`config.mk`:
```
export PLATFORM = sky130hd
export DESIGN_NAME = range_set_merge_table
export DESIGN_NICKNAME = d
export VERILOG_FILES = /design/src/hw/rtl/rsmt_pkg.sv /design/src/hw/rtl/range_set_merge_table.sv /design/src/hw/rtl/rsmt_ctrl.sv /design/src/hw/rtl/rsmt_dpath.sv
export VERILOG_INCLUDE_DIRS = /design/src /design/src/hw/rtl
export SDC_FILE = /design/constraint.sdc
export NUM_CORES = 2
export LEC_CHECK = 0
export ABC_AREA = 0
export BUFFER_PORTS_ARGS = -buffer_cell sky130_fd_sc_hd__buf_2
export CAP_MARGIN = 20
export CORE_MARGIN = 1
export CORE_UTILIZATION = 35
export CTS_BUF_LIST = sky130_fd_sc_hd__clkbuf_4 sky130_fd_sc_hd__clkbuf_8
export CTS_CLUSTER_SIZE = 16
export DETAILED_ROUTE_END_ITERATION = 16
export GPL_ROUTABILITY_DRIVEN = 0
export PLACE_DENSITY_LB_ADDON = 0.2
export SLEW_MARGIN = 30
export SYNTH_ARGS = -nofsm -noshare
export SYNTH_HDL_FRONTEND = slang
export SYNTH_SLANG_ARGS = --single-unit
```
`constraint.sdc`:
```
create_clock -name aclk -period 18.75 [get_ports aclk]
set_input_delay 3.75 -clock aclk [delete_from_list [all_inputs] [get_ports aclk]]
set_output_delay 3.75 -clock aclk [all_outputs]
set_load 0.005 [all_outputs]
```
`src/hw/rtl/range_set_merge_table_assert.svh`:
```
`ifndef RANGE_SET_MERGE_TABLE_ASSERT_SVH
`define RANGE_SET_MERGE_TABLE_ASSERT_SVH

// check a condition in the same cycle
`define RSMT_ASSERT(label, ante, cons) \
    label: assert property (@(posedge aclk) disable iff (!aresetn) (ante) |-> (cons)) \
        else $error("range table check failed");

// check a condition in the cycle after
`define RSMT_ASSERT_NEXT(label, ante, cons) \
    label: assert property (@(posedge aclk) disable iff (!aresetn) (ante) |=> (cons)) \
        else $error("range table check failed");

`endif

```
`src/hw/rtl/rsmt_pkg.sv`:
```
package rsmt_pkg;

    localparam int MAX_RANGES = 16;
    localparam int POS_WIDTH  = 24;
    localparam int IDX_WIDTH  = 8;

    localparam logic [2:0] OP_SET    = 3'd0;
    localparam logic [2:0] OP_ADD    = 3'd1;
    localparam logic [2:0] OP_REMOVE = 3'd2;
    localparam logic [2:0] OP_CLEAR  = 3'd3;
    localparam logic [2:0] OP_INVERT = 3'd4;
    localparam logic [2:0] OP_EDIT   = 3'd5;
    localparam logic [2:0] OP_EXTEND = 3'd6;

    typedef struct packed {
        logic capture;
        logic apply_simple;
        logic sort_init;
        logic sort_step;
        logic walk_init;
        logic walk_step;
        logic walk_finish;
        logic dump_init;
        logic load_out;
    } rsmt_cmd_t;

    typedef struct packed {
        logic need_sort;
        logic is_edit;
        logic sort_done;
        logic walk_done;
        logic dump_last;
        logic out_free;
    } rsmt_stat_t;

endpackage

```
`src/hw/rtl/range_set_merge_table.sv`:
```
// Set, clear, remove, extend, add of an empty range and invert of an empty table go from the
// execute state straight to the output; add and invert otherwise run a serial insert sort and
// then one walk step per entry, and edit shift runs the walk alone, without the sort.
// Then max(N,1) beats go out for N resulting entries, one per cycle while m_ready is high.
// One operation at a time; the next item is taken once the last beat is loaded.
// Reset (aresetn low, synchronous) empties the table and drops any pending beat.
module range_set_merge_table #(
    parameter int MAX_RANGES = rsmt_pkg::MAX_RANGES,
    parameter int POS_WIDTH  = rsmt_pkg::POS_WIDTH
) (
    input  logic                          aclk,
    input  logic                          aresetn,
    input  logic                          s_valid,
    output logic                          s_ready,
    input  logic [2:0]                    s_opcode,
    input  logic [POS_WIDTH-1:0]          s_range_start,
    input  logic [POS_WIDTH-1:0]          s_range_end,
    input  logic [rsmt_pkg::IDX_WIDTH-1:0] s_entry_index,
    input  logic [POS_WIDTH-1:0]          s_text_length,
    input  logic [POS_WIDTH-1:0]          s_position,
    input  logic [POS_WIDTH-1:0]          s_removed_length,
    input  logic [POS_WIDTH-1:0]          s_inserted_length,
    output logic                          m_valid,
    input  logic                          m_ready,
    output logic [POS_WIDTH-1:0]          m_entry_start,
    output logic [POS_WIDTH-1:0]          m_entry_end,
    output logic                          m_entry_valid,
    output logic                          m_last_entry,
    output logic                          m_overflowed
);

    rsmt_pkg::rsmt_cmd_t  cmd;
    rsmt_pkg::rsmt_stat_t stat;

    rsmt_ctrl u_ctrl (
        .aclk    (aclk),
        .aresetn (aresetn),
        .s_valid (s_valid),
        .s_ready (s_ready),
        .stat    (stat),
        .cmd     (cmd)
    );

    rsmt_dpath #(
        .MAX_RANGES (MAX_RANGES),
        .POS_WIDTH  (POS_WIDTH)
    ) u_dpath (
        .aclk              (aclk),
        .aresetn           (aresetn),
        .cmd               (cmd),
        .stat              (stat),
        .s_opcode          (s_opcode),
        .s_range_start     (s_range_start),
        .s_range_end       (s_range_end),
        .s_entry_index     (s_entry_index),
        .s_text_length     (s_text_length),
        .s_position        (s_position),
        .s_removed_length  (s_removed_length),
        .s_inserted_length (s_inserted_length),
        .m_entry_start     (m_entry_start),
        .m_entry_end       (m_entry_end),
        .m_entry_valid     (m_entry_valid),
        .m_last_entry      (m_last_entry),
        .m_overflowed      (m_overflowed),
        .m_valid           (m_valid),
        .m_ready           (m_ready)
    );

endmodule

```
`src/hw/rtl/rsmt_ctrl.sv`:
```
module rsmt_ctrl (
    input  logic                aclk,
    input  logic                aresetn,
    input  logic                s_valid,
    output logic                s_ready,
    input  rsmt_pkg::rsmt_stat_t stat,
    output rsmt_pkg::rsmt_cmd_t  cmd
);

    typedef enum logic [4:0] {
        ST_IDLE = 5'b00001,
        ST_EXEC = 5'b00010,
        ST_SORT = 5'b00100,
        ST_WALK = 5'b01000,
        ST_DUMP = 5'b10000
    } state_t;

    state_t state_reg, state_next;

    assign s_ready = (state_reg == ST_IDLE);

    always_comb begin
        state_next = state_reg;
        cmd        = '0;
        unique case (state_reg)
            ST_IDLE: begin
                if (s_valid) begin
                    cmd.capture = 1'b1;
                    state_next  = ST_EXEC;
                end
            end
            ST_EXEC: begin
                if (stat.need_sort) begin
                    cmd.sort_init = 1'b1;
                    state_next    = ST_SORT;
                end else if (stat.is_edit) begin
                    cmd.walk_init = 1'b1;
                    state_next    = ST_WALK;
                end else begin
                    cmd.apply_simple = 1'b1;
                    cmd.dump_init    = 1'b1;
                    state_next       = ST_DUMP;
                end
            end
            ST_SORT: begin
                if (stat.sort_done) begin
                    cmd.walk_init = 1'b1;
                    state_next    = ST_WALK;
                end else begin
                    cmd.sort_step = 1'b1;
                end
            end
            ST_WALK: begin
                if (stat.walk_done) begin
                    cmd.walk_finish = 1'b1;
                    cmd.dump_init   = 1'b1;
                    state_next      = ST_DUMP;
                end else begin
                    cmd.walk_step = 1'b1;
                end
            end
            ST_DUMP: begin
                if (stat.out_free) begin
                    cmd.load_out = 1'b1;
                    if (stat.dump_last) begin
                        state_next = ST_IDLE;
                    end
                end
            end
            default: state_next = ST_IDLE;
        endcase
    end

    always_ff @(posedge aclk) begin
        if (!aresetn) begin
            state_reg <= ST_IDLE;
        end else begin
            state_reg <= state_next;
        end
    end

endmodule

```
`src/hw/rtl/rsmt_dpath.sv`:
```
`include "range_set_merge_table_assert.svh"

module rsmt_dpath #(
    parameter int MAX_RANGES = rsmt_pkg::MAX_RANGES,
    parameter int POS_WIDTH  = rsmt_pkg::POS_WIDTH
) (
    input  logic                          aclk,
    input  logic                          aresetn,
    input  rsmt_pkg::rsmt_cmd_t           cmd,
    output rsmt_pkg::rsmt_stat_t          stat,
    input  logic [2:0]                    s_opcode,
    input  logic [POS_WIDTH-1:0]          s_range_start,
    input  logic [POS_WIDTH-1:0]          s_range_end,
    input  logic [rsmt_pkg::IDX_WIDTH-1:0] s_entry_index,
    input  logic [POS_WIDTH-1:0]          s_text_length,
    input  logic [POS_WIDTH-1:0]          s_position,
    input  logic [POS_WIDTH-1:0]          s_removed_length,
    input  logic [POS_WIDTH-1:0]          s_inserted_length,
    output logic [POS_WIDTH-1:0]          m_entry_start,
    output logic [POS_WIDTH-1:0]          m_entry_end,
    output logic                          m_entry_valid,
    output logic                          m_last_entry,
    output logic                          m_overflowed,
    output logic                          m_valid,
    input  logic                          m_ready
);

    localparam int W   = POS_WIDTH;
    localparam int XW  = POS_WIDTH + 2;
    localparam int NS  = MAX_RANGES + 1;
    localparam int CW  = $clog2(MAX_RANGES + 2);
    localparam int TIW = $clog2(MAX_RANGES);
    localparam int SIW = $clog2(MAX_RANGES + 1);
    localparam int IW  = rsmt_pkg::IDX_WIDTH;

    logic [W-1:0]  tab_s_reg [MAX_RANGES];
    logic [W-1:0]  tab_e_reg [MAX_RANGES];
    logic [CW-1:0] cnt_reg;

    logic [2:0]    op_reg;
    logic [W-1:0]  a_reg, b_reg, tlen_reg, pos_reg;
    logic [IW-1:0] idx_reg;
    logic signed [XW-1:0] net_reg, prem_reg, pins_reg;

    logic [W-1:0]  srt_s_reg [NS];
    logic [W-1:0]  srt_e_reg [NS];
    logic [W-1:0]  srt_s_next [NS];
    logic [W-1:0]  srt_e_next [NS];
    logic [CW-1:0] srt_n_reg;
    logic          gt [NS];

    logic [CW-1:0] k_reg, m_reg;
    logic          have_reg, have_next;
    logic [W-1:0]  cur_s_reg, cur_s_next, cur_e_reg, cur_e_next;
    logic          ovf_reg;

    logic [W-1:0]  out_s_reg, out_e_reg;
    logic          out_v_reg, out_last_reg, out_ovf_reg, mvalid_reg;

    logic [TIW-1:0] k_t;
    logic [SIW-1:0] k_s;
    logic [W-1:0]  key_s, key_e, ws, we;
    logic [CW-1:0] sort_total, walk_total, m_fin;
    logic          wr_en;
    logic [W-1:0]  wr_s, wr_e;
    logic          out_free;

    logic signed [XW-1:0] xs, xe, xp, xs1, xe1, xs2, xe2, xmax;
    logic [W-1:0]  ed_s, ed_e;

    assign k_t = k_reg[TIW-1:0];
    assign k_s = k_reg[SIW-1:0];

    assign out_free   = !mvalid_reg || m_ready;
    assign sort_total = (op_reg == rsmt_pkg::OP_ADD) ? cnt_reg + CW'(1) : cnt_reg;
    assign walk_total = (op_reg == rsmt_pkg::OP_EDIT) ? cnt_reg : srt_n_reg;

    always_comb begin
        stat.need_sort = ((op_reg == rsmt_pkg::OP_ADD) && (a_reg != b_reg)) ||
                         ((op_reg == rsmt_pkg::OP_INVERT) && (cnt_reg != '0));
        stat.is_edit   = (op_reg == rsmt_pkg::OP_EDIT);
        stat.sort_done = (k_reg == sort_total);
        stat.walk_done = (k_reg == walk_total);
        stat.dump_last = (cnt_reg == '0) || (k_reg == cnt_reg - CW'(1));
        stat.out_free  = out_free;
    end

    always_comb begin
        if (k_reg == cnt_reg) begin
            key_s = a_reg;
            key_e = b_reg;
        end else begin
            key_s = tab_s_reg[k_t];
            key_e = tab_e_reg[k_t];
        end
        for (int i = 0; i < NS; i++) begin
            gt[i] = (CW'(i) < srt_n_reg) && (srt_s_reg[i] > key_s);
        end
        for (int i = 0; i < NS; i++) begin
            srt_s_next[i] = srt_s_reg[i];
            srt_e_next[i] = srt_e_reg[i];
            if (i > 0 && gt[(i > 0) ? i - 1 : 0]) begin
                srt_s_next[i] = srt_s_reg[(i > 0) ? i - 1 : 0];
                srt_e_next[i] = srt_e_reg[(i > 0) ? i - 1 : 0];
            end else if ((CW'(i) == srt_n_reg) || gt[i]) begin
                srt_s_next[i] = key_s;
                srt_e_next[i] = key_e;
            end
        end
    end

    always_comb begin
        if (op_reg == rsmt_pkg::OP_EDIT) begin
            ws = tab_s_reg[k_t];
            we = tab_e_reg[k_t];
        end else begin
            ws = srt_s_reg[k_s];
            we = srt_e_reg[k_s];
        end
    end

    always_comb begin
        xmax = {2'b00, {W{1'b1}}};
        xs   = {2'b00, ws};
        xe   = {2'b00, we};
        xp   = {2'b00, pos_reg};
        xs1  = xs;
        xe1  = xe;
        if (xp <= xs) begin
            xs1 = xs + net_reg;
            xe1 = xe + net_reg;
        end else if (xp < xe) begin
            xe1 = (prem_reg <= xe) ? xe + net_reg : pins_reg;
        end
        xs2 = (xs1 < 0) ? '0 : xs1;
        xe2 = (xe1 < xs2) ? xs2 : xe1;
        xs2 = (xs2 > xmax) ? xmax : xs2;
        xe2 = (xe2 > xmax) ? xmax : xe2;
        ed_s = xs2[W-1:0];
        ed_e = xe2[W-1:0];
    end

    always_comb begin
        wr_en      = 1'b0;
        wr_s       = cur_s_reg;
        wr_e       = cur_e_reg;
        cur_s_next = cur_s_reg;
        cur_e_next = cur_e_reg;
        have_next  = have_reg;
        if (cmd.walk_step) begin
            case (op_reg)
                rsmt_pkg::OP_ADD: begin
                    if (have_reg && ws <= cur_e_reg) begin
                        if (we > cur_e_reg) begin
                            cur_e_next = we;
                        end
                    end else begin
                        wr_en      = have_reg;
                        cur_s_next = ws;
                        cur_e_next = we;
                        have_next  = 1'b1;
                    end
                end
                rsmt_pkg::OP_INVERT: begin
                    if (cur_e_reg < ws) begin
                        wr_en = 1'b1;
                        wr_s  = cur_e_reg;
                        wr_e  = ws;
                    end
                    cur_e_next = we;
                end
                rsmt_pkg::OP_EDIT: begin
                    wr_en = (ed_s != ed_e);
                    wr_s  = ed_s;
                    wr_e  = ed_e;
                end
                default: ;
            endcase
        end else if (cmd.walk_finish) begin
            case (op_reg)
                rsmt_pkg::OP_ADD: wr_en = have_reg;
                rsmt_pkg::OP_INVERT: begin
                    if (cur_e_reg < tlen_reg) begin
                        wr_en = 1'b1;
                        wr_s  = cur_e_reg;
                        wr_e  = tlen_reg;
                    end
                end
                default: ;
            endcase
        end
        m_fin = m_reg + CW'(wr_en);
    end

    always_ff @(posedge aclk) begin
        if (cmd.capture) begin
            op_reg   <= s_opcode;
            a_reg    <= (s_range_start > s_range_end) ? s_range_end : s_range_start;
            b_reg    <= (s_range_start > s_range_end) ? s_range_start : s_range_end;
            idx_reg  <= s_entry_index;
            tlen_reg <= s_text_length;
            pos_reg  <= s_position;
            net_reg  <= {2'b00, s_inserted_length} - {2'b00, s_removed_length};
            prem_reg <= {2'b00, s_position} + {2'b00, s_removed_length};
            pins_reg <= {2'b00, s_position} + {2'b00, s_inserted_length};
        end
        if (cmd.sort_step) begin
            for (int i = 0; i < NS; i++) begin
                srt_s_reg[i] <= srt_s_next[i];
                srt_e_reg[i] <= srt_e_next[i];
            end
        end
        if (cmd.walk_init) begin
            cur_s_reg <= '0;
            cur_e_reg <= '0;
        end else begin
            cur_s_reg <= cur_s_next;
            cur_e_reg <= cur_e_next;
        end
        if (wr_en && (m_reg < CW'(MAX_RANGES))) begin
            tab_s_reg[m_reg[TIW-1:0]] <= wr_s;
            tab_e_reg[m_reg[TIW-1:0]] <= wr_e;
        end
        if (cmd.apply_simple) begin
            case (op_reg)
                rsmt_pkg::OP_SET: begin
                    tab_s_reg[0] <= a_reg;
                    tab_e_reg[0] <= b_reg;
                end
                rsmt_pkg::OP_REMOVE: begin
                    for (int i = 0; i + 1 < MAX_RANGES; i++) begin
                        if (IW'(i) >= idx_reg) begin
                            tab_s_reg[i] <= tab_s_reg[i + 1];
                            tab_e_reg[i] <= tab_e_reg[i + 1];
                        end
                    end
                end
                rsmt_pkg::OP_INVERT: begin
                    tab_s_reg[0] <= '0;
                    tab_e_reg[0] <= tlen_reg;
                end
                rsmt_pkg::OP_EXTEND: begin
                    if (pos_reg < tab_s_reg[0]) begin
                        tab_s_reg[0] <= pos_reg;
                    end else if (pos_reg > tab_e_reg[0]) begin
                        tab_e_reg[0] <= pos_reg;
                    end else if ((pos_reg - tab_s_reg[0]) < (tab_e_reg[0] - pos_reg)) begin
                        tab_s_reg[0] <= pos_reg;
                    end else begin
                        tab_e_reg[0] <= pos_reg;
                    end
                end
                default: ;
            endcase
        end
        if (cmd.load_out) begin
            out_ovf_reg <= ovf_reg;
            if (cnt_reg == '0) begin
                out_s_reg    <= '0;
                out_e_reg    <= '0;
                out_v_reg    <= 1'b0;
                out_last_reg <= 1'b1;
            end else begin
                out_s_reg    <= tab_s_reg[k_t];
                out_e_reg    <= tab_e_reg[k_t];
                out_v_reg    <= 1'b1;
                out_last_reg <= (k_reg == cnt_reg - CW'(1));
            end
        end
    end

    always_ff @(posedge aclk) begin
        if (!aresetn) begin
            cnt_reg    <= '0;
            srt_n_reg  <= '0;
            k_reg      <= '0;
            m_reg      <= '0;
            have_reg   <= 1'b0;
            ovf_reg    <= 1'b0;
            mvalid_reg <= 1'b0;
        end else begin
            if (cmd.capture) begin
                ovf_reg <= 1'b0;
            end else if (wr_en && (m_reg >= CW'(MAX_RANGES))) begin
                ovf_reg <= 1'b1;
            end
            if (cmd.sort_init) begin
                k_reg     <= '0;
                srt_n_reg <= '0;
            end else if (cmd.sort_step) begin
                k_reg     <= k_reg + CW'(1);
                srt_n_reg <= srt_n_reg + CW'(1);
            end else if (cmd.walk_init || cmd.dump_init) begin
                k_reg <= '0;
            end else if (cmd.walk_step || cmd.load_out) begin
                k_reg <= k_reg + CW'(1);
            end
            if (cmd.walk_init) begin
                m_reg    <= '0;
                have_reg <= 1'b0;
            end else begin
                m_reg    <= wr_en ? m_fin : m_reg;
                have_reg <= have_next;
            end
            if (cmd.walk_finish) begin
                cnt_reg <= (m_fin > CW'(MAX_RANGES)) ? CW'(MAX_RANGES) : m_fin;
            end else if (cmd.apply_simple) begin
                case (op_reg)
                    rsmt_pkg::OP_SET: cnt_reg <= (a_reg == b_reg) ? '0 : CW'(1);
                    rsmt_pkg::OP_CLEAR: cnt_reg <= '0;
                    rsmt_pkg::OP_REMOVE: begin
                        if (idx_reg < IW'(cnt_reg)) begin
                            cnt_reg <= cnt_reg - CW'(1);
                        end
                    end
                    rsmt_pkg::OP_INVERT: begin
                        if (cnt_reg == '0 && tlen_reg != '0) begin
                            cnt_reg <= CW'(1);
                        end
                    end
                    default: ;
                endcase
            end
            if (cmd.load_out) begin
                mvalid_reg <= 1'b1;
            end else if (m_ready) begin
                mvalid_reg <= 1'b0;
            end
        end
    end

    assign m_entry_start = out_s_reg;
    assign m_entry_end   = out_e_reg;
    assign m_entry_valid = out_v_reg;
    assign m_last_entry  = out_last_reg;
    assign m_overflowed  = out_ovf_reg;
    assign m_valid       = mvalid_reg;

    `RSMT_ASSERT(a_cnt_bound, 1'b1, cnt_reg <= CW'(MAX_RANGES))
    `RSMT_ASSERT(a_load_free, cmd.load_out, out_free)
    `RSMT_ASSERT(a_sorted_head, srt_n_reg >= CW'(2), srt_s_reg[0] <= srt_s_reg[1])
    `RSMT_ASSERT_NEXT(a_beat_loaded, cmd.load_out, mvalid_reg)

endmodule
```
==> qor.csv <==
metric,value,unit
Rows,211,
global-route wire length before repair,688000,um
Worst Path Required,19.44,ns
DR vias,92740,
DRT iter0 DRCs,11939,
Fillers,31579,
Flop pwr share,0.435,
max-slew violations,0,
sequential share of the synthesized area,0.483,
run status,"complete, no violations",
vias in the first global route,89064,
Post-DRT Antenna Nets,0,
pre-CTS setup slack,5.05,ns
CTS buffer count,352,
WL per Instance,33.0,um
largest net degree at the start of global routing,87,
Ys Warns,0,
P_leak,0.0465,uW
library cells used by synthesis,105,
post-layout util,0.395,
asr flop ratio synth,0,
vias per inst,6.14,
clk sinks,1898,
largest area contributor in the netlist,edfxtp_1,
Total GRT Usage,0.290,
CTS resizes,0,
die width,578,um
Syn Area/Cell,11.4,um2
worst endpoint data arrival time,14.62,ns
"FF+latch count, synth",1898,
count of final setup violators,0,
top_reg_cell synth,edfxtp_1,
combinational share of power,0.204,
setup ws final,4.83,ns
PwrDens,86.1,nW/um2
CP peak stage delay,0.83,ns
core box area,330000,um2
cell count after synthesis,10195,
top post-synthesis cells by area,"edfxtp_1, ha_1, mux4_2, mux2_2, a21oi_1",
clk_skew,0.117,ns
Max-cap violations,0,
DP HPWL,351000,um
Buffers on Ports,211,
critical path class,reg -> reg,
initial core utilization,0.352,
crit share post-route,0.743,
CTS tree,done,
initial antenna violation count,56,
RSZ-0062 raised after global routing,false,
Least-Margin Pin Slew,1.20,ns
layout cells sized above 1,0.209,
Worst slew margin,0.191,
die area,334000,um2
CP max stage cell,o21ai_4,
Layout area overhead,12.2,%
Sw Share,0.319,
clk_lat worst skew,1.13,ns
Post-Route WL,498000,um
hold crit path type,reg -> reg,
Netlist Area Pre-Place,116000,um2
clock slew seen by the registers of the worst setup and hold paths,0.06,ns
Detailed Routing Iterations Pass 1,14,
"most used cell, CP",buf_4,
Clk pwr share,0.361,
"EDFF count, synth",1817,
Syn Nets,11163,
IO Pins,212,
worst-path fanout max,70,
final-report hold violation count,0,
setup_tns,0,ns
switching pwr,3580,uW
Longest Clk Path Bufs,4,
nets,11392,
maximum VDD drop,57.4,uV
crit start category,flip-flop,
internal power,7650,uW
htree depth,5,
Overflow after GRT,0,
CP Capture Type,flip-flop,
Synth top area share,0.469,
clock period minus worst slack,13.92,ns
hold_ws,0.508,ns
fmax,71.8,MHz
CTS root buffer,clkbuf_8,
DRC,0,
Setup Buffers After CTS,0,
die height,578,um
# hold bufs at CTS,0,
stage by stage:
stage,total power [uW],instance area [um2],std cells
after floorplan,6310,116000,10195
after global placement,7120,123000,14423
after detailed placement,7140,123000,14429
after CTS,11200,130000,15047
after global routing,11600,130000,15063
final,11200,130000,15106
cells in the mapped netlist (all sizes together) (72+ instances only):
| library cell | n |
|---|---|
| nand4 | 135 |
| mux4 | 434 |
| a211oi | 73 |
| nor3 | 94 |
| o21ai | 547 |
| mux2 | 551 |
| nor2 | 978 |
| nand3 | 135 |
| edfxtp | 1817 |
| nor2b | 190 |
| xnor2 | 121 |
| inv | 387 |
| buf | 198 |
| a222oi | 72 |
| nand2 | 971 |
| nand2b | 115 |
| a21o | 120 |
| dfxtp | 81 |
| ha | 802 |
| mux2i | 117 |
| a21oi | 1053 |
| clkbuf | 442 |
area by class of cell:
class,count,area [um2],share of cell area
Multi-Input combinational cell,7270,56800,0.435
Tap cell,4366,5460,0.0419
Timing Repair Buffer,515,3630,0.0278
Sequential cell,1898,56200,0.431
Antenna cell,52,130,0.000998
Clock buffer,461,5710,0.0438
Inverter,387,1450,0.0111
Clock inverter,157,1040,0.00797
worst paths after layout:
kind,startpoint,end,slack [ns],cells past startpoint
hold reg to reg,u_dpath.cur_s_reg[5],u_dpath.cur_s_reg[5],0.51,2
setup reg to reg,flip-flop,u_dpath.tab_e_reg[2][3],4.83,33
hold / removal,u_dpath.cur_s_reg[5],u_dpath.cur_s_reg[5],0.51,2
setup / recovery,flip-flop,u_dpath.tab_e_reg[2][3],4.83,33
power groups by stage:
stage,sequential (uW),clock [uW],combinational [uW]
finish,4890,4050,2290
global route,4880,4270,2430
CTS,4870,4110,2200
detailed placement,4960,0,2180
global placement,4960,0,2150
floorplan,4870,0,1430
cells in the final DEF, fill, tap and decap left out, types with 76 or more instances in the layout:
| cell | instances |
|---|---|
| nand2b_1 | 112 |
| dfxtp_1 | 76 |
| nand2_1 | 956 |
| o21ai_0 | 481 |
| nand3_1 | 133 |
| clkinv_1 | 88 |
| nand4_1 | 135 |
| edfxtp_1 | 1817 |
| buf_4 | 273 |
| ha_1 | 802 |
| buf_2 | 212 |
| clkbuf_4 | 103 |
| xnor2_1 | 121 |
| mux2_2 | 548 |
| nor3_1 | 91 |
| a21oi_1 | 1039 |
| nor2b_1 | 184 |
| inv_1 | 382 |
| mux4_2 | 434 |
| nor2_1 | 968 |
| a21o_1 | 118 |
| clkbuf_8 | 359 |
| mux2i_1 | 115 |
cells by family after synthesis:
| group | Yosys count | synth area share |
|---|---|---|
| flops | 1898 | 0.483 |
| simple gates | 2818 | 0.108 |
| compound gates | 2371 | 0.124 |
| xor+xnor | 170 | 0.0128 |
| buf+inv | 1027 | 0.0371 |
| mux | 1102 | 0.148 |
| fa+ha+maj | 809 | 0.0875 |
worst max-delay path, delay by kind of cell (launching register included):
family                     cells  cell delay [ns]
buffers and inverters          6             2.81
DFF                            1             0.63
and+or+nand+nor                9             2.87
muxes                          2             1.19
adders and majority gates      3             1.31
AOI/OAI and AO/OA             13             4.44
metal layers:
layer,global-route usage,routed length [um],up-vias
met5,0,284,-
met4,0.193,37700,38
met3,0.0869,52200,1498
met2,0.441,220000,5529
met1,0.356,188000,46490
li1,-,-,39185
Power figures use the tool's default switching activity.
